`src/design/tdpt_pkg.sv`:
```
// Package for the trial-division prime test: widths, loop constants,
// sequencer states and the request/response types of the remainder unit.
// No dependencies.
package tdpt_pkg;

    // Width of the candidate field on the input channel and of the echo
    localparam int IN_BITS    = 32;
    // Width of the value actually tested
    localparam int VALUE_BITS = 32;

    // Divisor width: covers sqrt(2^VALUE_BITS) plus one stride of headroom
    localparam int D_BITS     = VALUE_BITS / 2 + 2;
    // Width of the running divisor square
    localparam int SQ_BITS    = 2 * D_BITS;

    // Remainder unit retires two dividend bits per cycle
    localparam int DIV_STEPS  = (VALUE_BITS + 1) / 2;
    localparam int PAD_BITS   = 2 * DIV_STEPS;
    localparam int CNT_BITS   = (DIV_STEPS > 1) ? $clog2(DIV_STEPS) : 1;

    // 6k-1 / 6k+1 divisor walk
    localparam int FIRST_DIV  = 5;
    localparam int DIV_STRIDE = 6;
    localparam int PAIR_GAP   = 2;
    localparam int SMALL_DIV  = 3;

    typedef enum logic [2:0] {
        ST_IDLE,
        ST_SCREEN,
        ST_MOD3,
        ST_BOUND,
        ST_MOD_LO,
        ST_MOD_HI,
        ST_FINISH
    } tdpt_state_t;

    // Request into the remainder unit
    typedef struct packed {
        logic              start;
        logic [D_BITS-1:0] divisor;
    } tdpt_rem_req_t;

    // Status out of the remainder unit
    typedef struct packed {
        logic busy;
        logic done;
        logic zero;
    } tdpt_rem_rsp_t;

    // One restoring remainder step: shift in one dividend bit, subtract if it fits
    function automatic logic [D_BITS-1:0] rem_step(
        input logic [D_BITS-1:0] rem,
        input logic              din,
        input logic [D_BITS-1:0] divisor
    );
        logic [D_BITS:0] wide;
        logic [D_BITS:0] diff;
        begin
            wide = {rem, din};
            diff = wide - {1'b0, divisor};
            if (wide >= {1'b0, divisor})
            begin
                rem_step = diff[D_BITS-1:0];
            end
            else
            begin
                rem_step = wide[D_BITS-1:0];
            end
        end
    endfunction

endpackage

```
`src/design/tdpt_rem_unit.sv`:
```
// Shared radix-4 restoring remainder unit: two dividend bits per cycle.
// Depends on tdpt_pkg (widths, rem_step, request/response structs).
module tdpt_rem_unit (
    input  logic                               clk,
    input  logic                               rst_n,
    input  tdpt_pkg::tdpt_rem_req_t            req,
    input  logic [tdpt_pkg::VALUE_BITS-1:0]    dividend,
    output tdpt_pkg::tdpt_rem_rsp_t            rsp
);
    import tdpt_pkg::*;

    logic                busy_reg;
    logic                done_reg;
    logic [CNT_BITS-1:0] cnt_reg;
    logic [D_BITS-1:0]   rem_reg;
    logic [D_BITS-1:0]   rem_next;
    logic [D_BITS-1:0]   rem_mid;
    logic [D_BITS-1:0]   div_reg;
    logic [PAD_BITS-1:0] sh_reg;

    // Retire the two top dividend bits
    always_comb
    begin
        rem_mid  = rem_step(rem_reg, sh_reg[PAD_BITS-1], div_reg);
        rem_next = rem_step(rem_mid, sh_reg[PAD_BITS-2], div_reg);
    end

    // Control: run DIV_STEPS steps per request, pulse done after the last
    always_ff @(posedge clk or negedge rst_n)
    begin
        if (!rst_n)
        begin
            busy_reg <= 1'b0;
            done_reg <= 1'b0;
            cnt_reg  <= '0;
        end
        else
        begin
            done_reg <= 1'b0;
            if (req.start)
            begin
                busy_reg <= 1'b1;
                cnt_reg  <= '0;
            end
            else if (busy_reg)
            begin
                cnt_reg <= cnt_reg + 1'b1;
                if (cnt_reg == CNT_BITS'(DIV_STEPS - 1))
                begin
                    busy_reg <= 1'b0;
                    done_reg <= 1'b1;
                end
            end
        end
    end

    // Datapath: load operands on start, then shift and reduce
    always_ff @(posedge clk)
    begin
        if (req.start)
        begin
            rem_reg <= '0;
            div_reg <= req.divisor;
            sh_reg  <= PAD_BITS'(dividend);
        end
        else if (busy_reg)
        begin
            rem_reg <= rem_next;
            sh_reg  <= sh_reg << 2;
        end
    end

    assign rsp.busy = busy_reg;
    assign rsp.done = done_reg;
    assign rsp.zero = (rem_reg == '0);

endmodule

```
`config.mk`:
```
export PLATFORM = sky130hd
export DESIGN_NAME = tdpt_rem_unit
export DESIGN_NICKNAME = d
export VERILOG_FILES = /design/src/design/tdpt_pkg.sv /design/src/design/tdpt_rem_unit.sv
export SDC_FILE = /design/constraint.sdc
export NUM_CORES = 1
export LEC_CHECK = 0
export BUFFER_PORTS_ARGS = -buffer_cell sky130_fd_sc_hd__buf_2
export CORE_ASPECT_RATIO = 1.5
export CORE_MARGIN = 4
export CORE_UTILIZATION = 60
export DETAILED_ROUTE_END_ITERATION = 12
export GPL_TIMING_DRIVEN = 0
export PLACE_DENSITY = 0.78
export SYNTH_ARGS = -nofsm -noshare
export SYNTH_HDL_FRONTEND = slang
export SYNTH_SLANG_ARGS = --single-unit
```
`constraint.sdc`:
```
create_clock -name clk -period 14.03 [get_ports clk]
set_input_delay 0.7015 -clock clk [delete_from_list [all_inputs] [get_ports clk]]
set_output_delay 0.7015 -clock clk [all_outputs]
set_load 0.01 [all_outputs]
```
After elaboration in Yosys (flattened, before gate mapping)

Index checks and enable logic that the tools add are counted.

Bits in read-only memories: 0
RAM bits: 0
Bits in registers: 74
Memories kept: 0
Bits in latches: 0
Output and inout port bits: 3

$lt $le $gt $ge: 2
Muxes and demuxes: 12
$mul: 0
$add $sub $neg: 3
Reduce and logical (&&, ||, !) cells: 2
Shift-type cells: 0
Div/mod/pow operators: 0
Equality and inequality tests: 1
Bitwise logic cells: 0

Operator list:

| operator                                    | count |
|---|---|
| 2-to-1 mux 32 bit                           | 2 |
| >= comparator 19 x 18 -> 1 bit              | 2 |
| 2-to-1 mux 18 bit                           | 2 |
| subtractor 18 bit                           | 2 |
| zero test 18 bit                            | 1 |
| 2-to-1 mux 4 bit                            | 2 |
| 2-to-1 mux 1 bit                            | 6 |
| adder 4 x 1 -> 4 bit, second input constant | 1 |
| == test 4 bit, second input constant        | 1 |
| nonzero test 2 bit                          | 1 |

Logic depth before layout (Yosys ltp)

Gate-level depths: netlist of run 1.

Depth after elaboration: 4
Gate-level depth with buffers: 24
Depth with buffers taken out: 21

Worst setup path after synthesis of run 1

Ideal clock, no wire load.

Path type: register -> register
From: reg div_reg[1]
To: reg rem_reg[8]
Buffers on the path: 4
Stages on the path, launching flop included: 24
Arrival time: 4.682 ns
Data required time: 13.942 ns
Slack: 9.259 ns
Library setup time: 0.088 ns
Cells stage by stage: edfxtp_1 > inv_1 > ha_1 > nor2b_1 > o31a_1 > o21ai_2 > o21ai_2 > a31o_4 > a21o_1 > buf_2 > buf_4 > mux2_2 > ha_1 > buf_6 > and3_1 > a221o_1 > a221o_1 > o21ai_1 > nand2b_1 > o22ai_2 > o211a_4 > buf_2 > nand2_1 > a311oi_2

Cells in the longest elaborated chain, start to end: 4
Elaborated cells between the ends (all ways): 6
Classes of those cells: add/sub: 2; order compare: 2; mux: 2

Ends and longest elaborated chain:

| what                                                                       | line                           | source |
|---|---|---|
| start: declaration                                                         | tdpt_rem_unit.sv:18            | `logic [D_BITS-1:0] div_reg;` |
| start signal: assignment                                                   | tdpt_rem_unit.sv:63            | `div_reg <= req.divisor;` |
| subtractor 18 bit / >= comparator 19 x 18 -> 1 bit (equally long branches) | tdpt_pkg.sv:60, tdpt_pkg.sv:61 |  |
| 2-to-1 mux 18 bit                                                          | tdpt_pkg.sv:61                 | `if (wide >= {1'b0, divisor})` |
| subtractor 18 bit / >= comparator 19 x 18 -> 1 bit (equally long branches) | tdpt_pkg.sv:60, tdpt_pkg.sv:61 |  |
| 2-to-1 mux 18 bit (*)                                                      | tdpt_pkg.sv:61                 |  |
| end signal: assignment                                                     | tdpt_rem_unit.sv:68            | `rem_reg <= rem_next;` |
| end: declaration                                                           | tdpt_rem_unit.sv:15            | `logic [D_BITS-1:0] rem_reg;` |

Every way passes the cells marked *; elsewhere a longest branch is shown, timed or not.
A chain may end at the register's enable or synchronous reset.

Worst setup path in the final report of run 1

From: reg div_reg[1]
To: reg rem_reg[5]

Same word-level chain as after synthesis.

==> results of run 1 <==
## worst max-delay path, delay by kind of cell, from the launching register on
family / cells / cell delay, ps
buffers and inverters: 5 / 1050
AND/OR/NAND/NOR: 4 / 510
flip-flops: 1 / 440
multiplexers: 1 / 310
AO/OA/AOI/OAI: 11 / 2760
adder cells (fa/ha/maj): 2 / 570
## synth_stat cells (all sizes together) (4+ instances only)
cell type,count,area [sq um]
nand2,49,184
nor2,47,176
a211oi,8,70.1
nor3,6,30.0
a21o,12,90.1
and3,5,31.3
a31oi,8,50.1
edfxtp,50,1500
ha,37,463
dfrtp,6,150
clkbuf,9,33.8
a311oi,13,170
mux2i,4,52.6
buf,14,86.3
nand2b,13,81.3
nand3,6,30.0
o211ai,6,50.1
a21boi,4,30.0
or3,4,25.0
xnor2,13,114
o21ai,16,87.6
a21oi,19,95.1
nand4,6,37.5
nor4,5,31.3
o21a,7,53.8
mux2,43,484
xor2,11,96.3
dfxtp,18,360
inv,26,97.6
## cells in the final DEF (no fill, tap or decap), types with 11 or more instances in the layout
cell type,instances
a21o_1,12
mux2_2,43
nor2_1,47
buf_2,58
dfxtp_1,18
ha_1,37
inv_1,26
nand2b_1,13
xor2_1,11
o21ai_0,12
nand2_1,48
a21oi_1,19
xnor2_1,13
edfxtp_1,50
## per-stage QoR
stage / cells / setup WS [ps] / hold WS [ps] / total power (uW)
6_report: 686 / 8300 / 170 / 1420
5_1_grt: 686 / 8190 / 169 / 1510
4_1_cts: 686 / 8420 / 167 / 1410
3_5_place_dp: 670 / 8470 / 528 / 1130
3_3_place_gp: 670 / 8580 / 517 / 1100
2_1_floorplan: 508 / 9260 / 406 / 951
## power breakdown
part / switching [uW] / internal [uW] / total [uW]
Clock: 91.5 / 179 / 271
Combinational: 484 / 370 / 854
Sequential: 28.3 / 271 / 299
Total: 604 / 820 / 1420
## cells by family (layout without fill, tap and decap cells)
group	count (synthesis)	in the layout	synth area share (%)
and+or+nand+nor	156	156	14.3
xor gates and xnor gates	24	24	4.07
buffers and inverters	50	121	4.28
muxes	47	47	10.4
DFF	74	74	38.9
AOI/OAI and AO/OA	118	118	18.3
adders and majority gates	39	39	9.73
## area by class of cell
type                            count  area (sq um)
Buffer                             23           120
Clock buffer                       10           239
Clock inverter                      6           111
Fill cell                         656          2480
Inverter                           27           101
Multi-Input combinational cell    384          2940
Sequential cell                    74          2010
Tap cell                          107           134
Timing Repair Buffer               55           275
## path summary, 6_finish.rpt
kind / startpoint / endpoint / slack [ps]
min: rst_n / cnt_reg[3]$_DFFE_PN0P_ / 170
max in group asynchronous: rst_n / done_reg$_DFF_PN0_ / 13720
max reg2reg: div_reg[1]$_DFFE_PP_ / rem_reg[5]$_SDFFE_PP0P_ / 8300
min in group clk: req[9] / div_reg[9]$_DFFE_PP_ / 530
max: div_reg[1]$_DFFE_PP_ / rem_reg[5]$_SDFFE_PP0P_ / 8300
min reg2reg: rem_reg[14]$_SDFFE_PP0P_ / rem_reg[14]$_SDFFE_PP0P_ / 540
## layer usage
metal,share of wire (%),vias to the layer above
li1,-,2031
met1,37,2025
met2,52,159
met3,5.0,50
met4,5.1,0
met5,0,-
==> metrics.txt, run 1 <==
outcome finished clean; layout cells sized above 1 24.9%; antenna violations before repair 0; grt met2 use 46.9%; peak supply drop roughly 0.00012 V; post-route cell area 5930 sq um; Residual DRC 0; fin util between 70 and 80%; Yosys Warn Count 0; Synthesized Nets 600; max FFs per register 32; Routability Congestion between 0.9 and 1; slew at the pin with the worst max-slew slack roughly 760 ps; Worst Hold Class in -> async; WP data required 14,280 ps; Leakage Power between 0.002 and 0.003 uW; Pwr Density approximately 240 nW/um^2; die area roughly 10,000 sq um; Longest Clk Path Bufs 2; number of buffers created by CTS 9; first-pass GRT wire length slightly above 20 mm; CP Cell Sequence inv_1 -> ha_1 -> nor2b_1 -> o31a_1 -> o21ai_2 -> o21ai_2 -> a31o_4 -> a21o_1 -> buf_2 -> buf_4 -> mux2_2 -> ha_1 -> buf_6 -> and3_1 -> a221o_1 -> a221o_1 -> o21ai_1 -> nand2b_1 -> o22ai_2 -> o211a_4 -> buf_2 -> nand2_1 -> a311oi_2; Fin. Hold Viols 0; ant diodes 0; flops & latches, synth 74; Core Rows 41; Max-Cap Viols 0; Post-synth top flop edfxtp_1; Crit path largest cell delay 440 ps; core area 8410 sq um; Crit. End Element register; TritonCTS clock tree yes; Post-synth ARST share 8.11%; met1 Use GR a little over a quarter; Die Y 122 um; minimum clock period between 5000 and 6000 ps; WL final 13.0 mm; post-CTS setup buffers 0; GR Util met3 5.01%; via count 4,265; Avg WL per Cell 18.9 um; Die X roughly 84 um; GRT Residual Overflow 0; Mapped Area 5170 sq um; critical path fanouts, max 10; net count reported at finish 666; Clock Sinks 74; layer with the highest usage met2; period utilization ~40%; largest net degree at the start of global routing 33; I/O Buffers 55; vias in the first global route 4,334; post-CTS sizing 0; DRT Pass-1 Iters 5; I/O pin cnt 56; Reg2Reg Depth 23; 1st-iter DRT viols 315; initial core utilization 61.4%; Skew-Pair Late Insertion Delay about 340 ps; cts hold-fix bufs 0; CTS H-tree lvls 3; fmax 175 MHz; worst clock skew about 4.7 ps; Distinct cells, synth 67; Post-synth EDFFs 50; Finish-stage setup viols 0; Slowest-stage cell, CP edfxtp_1; Slew HR 49.6%; Final ANT Viol Nets 0; Worst EP arrival 5970 ps; total negative slack 0 ps; Worst-path clk slew 60 ps; cell count after synthesis about 510; DP Wirelength approximately 9.7 mm; layout overhead on the synthesized area 14.7%; RSZ-0062 raised after global routing no; Vias/cell 6.22; Max Slew Vio Count 0; Area after DPL 5580 sq um; Root Driver clkbuf_16; crit path launch type register; sequential area share after synthesis 38.9%; GRT Total Usage 26.0%; Syn Area/Cell 10.2 sq um; CP Class reg -> reg
Power figures use the tool's default switching activity.
==> inputs of run 2 (changes only) <==
==> constraint.sdc (replaced) <==
create_clock -name clk -period 5.56 [get_ports clk]
set_input_delay 0.278 -clock clk [delete_from_list [all_inputs] [get_ports clk]]
set_output_delay 0.278 -clock clk [all_outputs]
set_load 0.01 [all_outputs]
==> metrics.txt, run 2 (synthesized netlist as in run 1, its figures left out) <==
GRT Total Usage 26.0%; layout overhead on the synthesized area 16.4%; Area after DPL 5580 sq um; Worst-path clk slew around 60 ps; wire length on met2 slightly below 7 mm; sw power approximately 1600 uW; DP Worst Slack 4.77 ps; Slew HR 47.8%; Skew-Pair Late Insertion Delay 340 ps; Residual DRC 0; Finish-stage setup viols 0; DRT Pass-1 Iters 7; Clk pwr share 18.3%; post-route cell area 6020 sq um; I/O pin cnt 56; Routability Congestion approximately 0.96; Hold Path Stages 1; DR WL met3 688 um; minimum clock period approximately 5400 ps; top sig layer met4; Max-Cap Viols 0; Pwr Density 623 nW/um^2; Die X 83.8 um; Reg2Reg Depth 23; Worst Hold Class in -> reg; Vias/cell 6.27; Net Sw Frac 42.1%; ant diodes 0; Internal around 2200 uW; power share of the combinational group 61.5%; Fin. Hold Viols 0; GRT Residual Overflow 0; number of buffers created by CTS 9; worst clock skew 7.96 ps; max FFs per register 32; WL met1 a little under 5 mm; critical path fanouts, max 10; Finished Layout Cells 689; Max Slew Vio Count 0; 1st-iter DRT viols roughly 320; Leakage Power 0.00261 uW; fmax 184 MHz; CP Class reg -> reg; Worst Slack Setup Final 113 ps; die area 10,200 sq um; placed insts 670; Die Y 122 um; DP Wirelength 9.69 mm; crit path launch type register; net count reported at finish 669; antenna violations before repair 0; I/O Buffers 55; layout cells sized above 1 25.9%; initial core utilization 61.4%; largest net degree at the start of global routing 33; sequential power share 20.2%; commonest cells after routing, fill and taps aside buf_2 (56), edfxtp_1 (50), nand2_1 (48), nor2_1 (47), mux2_2 (43); Final ANT Viol Nets 0; Avg WL per Cell roughly 19 um; Final Power 3750 uW; WP data required between 5000 and 6000 ps; Clock Sinks 74; outcome finished clean; Worst EP arrival 5700 ps; peak supply drop 0.000302 V; Root Driver clkbuf_16; Core Rows between 40 and 50; Longest Clk Path Bufs 2; period utilization a little over nine tenths; WL final 13.1 mm; Crit. End Element register; via count 4,319; CTS H-tree lvls 3; TritonCTS clock tree yes; vias in the first global route 4,343; most common cell after layout, fill and taps aside buf_2; first-pass GRT wire length 20.6 mm; slew at the pin with the worst max-slew slack slightly below 800 ps; core area 8410 sq um
run 2: power groups by stage:
stage          sequential, uW  clock [uW]  combinational [uW]
5_1_grt                   764         717                2480
6_report                  756         685                2310
3_3_place_gp              760           0                2020
2_1_floorplan             736           0                1660
3_5_place_dp              763           0                2080
4_1_cts                   753         690                2120
run 2: critical path, cell delays in order (launching register included):
cell and delay (ps):
edfxtp_1 440, inv_2 130, ha_1 250, nor2b_1 140, o31a_1 310, o21ai_4 250, o21ai_2 110, a31o_4 280
a21o_1 150, buf_2 200, buf_4 230, mux2_2 310, ha_1 300, buf_6 140, and3_1 140, a221o_1 360
a221o_1 400, o21ai_1 170, nand2b_1 140, o22ai_4 180, o211a_4 230, buf_4 190, nand2_1 90, a311oi_2 230
run 2: layer usage:
metal | up-vias | GRT usage, %
met4 | 0 | 18.0
met5 | - | 0
met2 | 172 | 46.9
li1 | 2039 | -
met3 | 58 | 5.01
met1 | 2050 | 27.0
run 2: per-stage QoR:
step | hold WS (ps) | util, % | setup TNS, ps
final | 109 | 71.5 | 0
after CTS | 102 | 70.6 | 0
after detailed placement | 106 | 66.3 | 0
after floorplan | -17.6 | - | 0
after global routing | 99.7 | 71.5 | -44.1
after global placement | 102 | 66.3 | 0
run 2: path summary, 6_finish.rpt:
check / endpoint / slack [ps] / start
max in group asynchronous: done_reg$_DFF_PN0_ / 5130 / rst_n
min reg2reg: sh_reg[6]$_DFFE_PP_ / 540 / sh_reg[4]$_DFFE_PP_
min: div_reg[7]$_DFFE_PP_ / 110 / req[7]
max reg2reg: rem_reg[8]$_SDFFE_PP0P_ / 110 / div_reg[1]$_DFFE_PP_
min in group asynchronous: cnt_reg[3]$_DFFE_PN0P_ / 300 / rst_n
max: rem_reg[8]$_SDFFE_PP0P_ / 110 / div_reg[1]$_DFFE_PP_
run 2: final cells by class:
cell class                      instances  area [sq um]
Tap cell                              107           134
Timing Repair Buffer                   61           335
Sequential cell                        74          2010
Multi-Input combinational cell        384          2970
Buffer                                 20           110
Clock buffer                           10           239
Clock inverter                          6           111
Inverter                               27           101
Fill cell                             635          2400
run 2: what timing repair did:
action	CTS	global route
endpoints found under the setup margin	10	18
hold buffers	1	0
pin swaps	0	1
buffers inserted	0	5
endpoints found under the hold margin	6	0
gates resized for setup	1	6
==> inputs of run 3 (changes only) <==
--- a/config.mk
+++ b/config.mk
@@ -5,7 +5,7 @@
 export SDC_FILE = /design/constraint.sdc
 export NUM_CORES = 1
 export LEC_CHECK = 0
-export BUFFER_PORTS_ARGS = -buffer_cell sky130_fd_sc_hd__buf_2
+export BUFFER_PORTS_ARGS = -buffer_cell sky130_fd_sc_hd__buf_4
 export CORE_ASPECT_RATIO = 1.5
 export CORE_MARGIN = 4
 export CORE_UTILIZATION = 60
==> metrics.txt, run 3 (synthesized netlist as in run 1, its figures left out) <==
antenna violations before repair 0; I/O Buffers 55; total negative slack 0 ps; vias in the first global route 4,216; GRT Total Usage 25.6%; Core Rows 41; net count reported at finish between 600 and 700; Clock Sinks 74; Die Y 122 um; worst clock skew 6.01 ps; Slew HR around half; first-pass GRT wire length 20.5 mm; Worst-path clk slew 60 ps; minimum clock period 5420 ps; largest net degree at the start of global routing 33; DRT Pass-1 Iters 7; max FFs per register 32; via count between 4,000 and 5,000; Worst Hold Launch req[6]; DP Wirelength 9.71 mm; layout overhead on the synthesized area 17.8%; initial core utilization 61.4%; commonest cells after routing, fill and taps aside buf_4 (65), edfxtp_1 (50), nand2_1 (48), nor2_1 (47), mux2_2 (43); 1st-iter DRT viols 314; CP Class reg -> reg; Reg2Reg Depth 23; worst r2r src div_reg[1]$_DFFE_PP_; Vias/cell 6.19; TritonCTS clock tree yes; worst r2r dst rem_reg[10]$_SDFFE_PP0P_; RSZ-0062 raised after global routing no; crit path launch type register; Hold WS ~110 ps; fin util around 72%; slew at the pin with the worst max-slew slack 777 ps; period utilization a little over nine tenths; post-route cell area 6090 sq um; placed insts 670; Worst Hold Class in -> reg; Fin. Hold Viols 0; I/O pin cnt between 50 and 60; Final ANT Viol Nets 0; die area about 10,000 sq um; GRT Residual Overflow 0; ant diodes 0; CTS H-tree lvls 3; fmax 184 MHz; Area after DPL 5720 sq um; Longest Clk Path Bufs 2; number of buffers created by CTS 9; Worst EP arrival roughly 5700 ps; layout cells sized above 1 a little over a quarter; Skew-Pair Late Insertion Delay 340 ps; peak supply drop 0.000287 V; Routability Congestion 0.970; outcome finished clean; Die X 83.8 um; Leakage Power about 0.0026 uW; Worst Hold Endpoint div_reg[6]$_DFFE_PP_; most common cell after layout, fill and taps aside buf_4; r2r setup slk 140 ps; WL final roughly 13 mm; Max-Cap Viols 0; Avg WL per Cell 18.6 um; Residual DRC 0; critical path fanouts, max 10; WP data required 5800 ps; Crit. End Element register; Root Driver clkbuf_16; Max Slew Vio Count 0; Finished Layout Cells ~700; Pwr Density approximately 590 nW/um^2; Finish-stage setup viols 0; Hold Path Stages 1; core area 8410 sq um
[run 3: changes by cell type in the layout (fill, tap and decap cells not counted), moves of 2 or more]
cell,change
bufinv_16,-3
clkinv_2,+2
buf_4,+57
clkinv_4,+2
buf_2,-54
[run 3: how the worst max path moves through the flow]
stage	from	to	slack (ps)	cells after the start
floorplan	div_reg[1]$_DFFE_PP_	rem_reg[8]$_SDFFE_PP0P_	790	23
global placement	div_reg[1]$_DFFE_PP_	rem_reg[15]$_SDFFE_PP0P_	110	23
detailed placement	div_reg[1]$_DFFE_PP_	rem_reg[7]$_SDFFE_PP0P_	-8	23
CTS	div_reg[1]$_DFFE_PP_	rem_reg[7]$_SDFFE_PP0P_	50	22
global route	div_reg[1]$_DFFE_PP_	rem_reg[8]$_SDFFE_PP0P_	0.9	23
finish	div_reg[1]$_DFFE_PP_	rem_reg[10]$_SDFFE_PP0P_	140	23
[run 3: final cells by class]
cell class,instances,area [sq um]
clock inverter,7,52.6
sequential,74,2010
multi-input combinational,384,2980
buffer,22,115
inverter,27,101
timing repair buffer,62,468
fill,655,2320
clock buffer,9,225
tap,107,134
[run 3: worst max-delay path, cell delays in order, from the launching register on]
cell	delay, ps
edfxtp_1	420
inv_2	120
ha_1	260
nor2b_1	150
o31a_1	310
o21ai_4	240
o21ai_2	100
a31o_4	280
a21o_1	150
buf_2	200
buf_4	230
mux2_2	300
ha_1	290
buf_6	140
and3_1	140
a221o_1	360
a221o_1	390
o21ai_1	160
nand2b_1	140
o22ai_4	180
o211a_4	230
buf_4	200
nor2_1	80
a211oi_1	240
[run 3: stage by stage]
step / worst slack, ps / power [uW]
4_1_cts: 53.9 / 3420
3_3_place_gp: 107 / 2790
5_1_grt: 0.941 / 3810
3_5_place_dp: -8.45 / 2850
6_report: 135 / 3590
2_1_floorplan: 789 / 2400
[run 3: layer usage]
metal | vias to the layer above | GRT usage, % | wire length [um]
met4 | 0 | 12.9 | 563
met1 | 2057 | 27.8 | 4900
met3 | 46 | 5.62 | 685
met5 | - | 0 | 0
li1 | 2036 | - | -
met2 | 147 | 46.6 | 6700
[run 3: where the power goes]
| group | internal (uW) | total, uW | switching, uW |
|---|---|---|---|
| clock | 305 | 547 | 242 |
| combinational | 1030 | 2290 | 1260 |
| sequential | 684 | 758 | 74.3 |
[run 3: timing repair]
item                                    in CTS  in global routing
buffers inserted                             0                  6
hold buffers                                 1                  0
gates resized for setup                      1                  6
pin swaps                                    0                  1
endpoints found under the setup margin       9                 17
endpoints found under the hold margin        6                  0
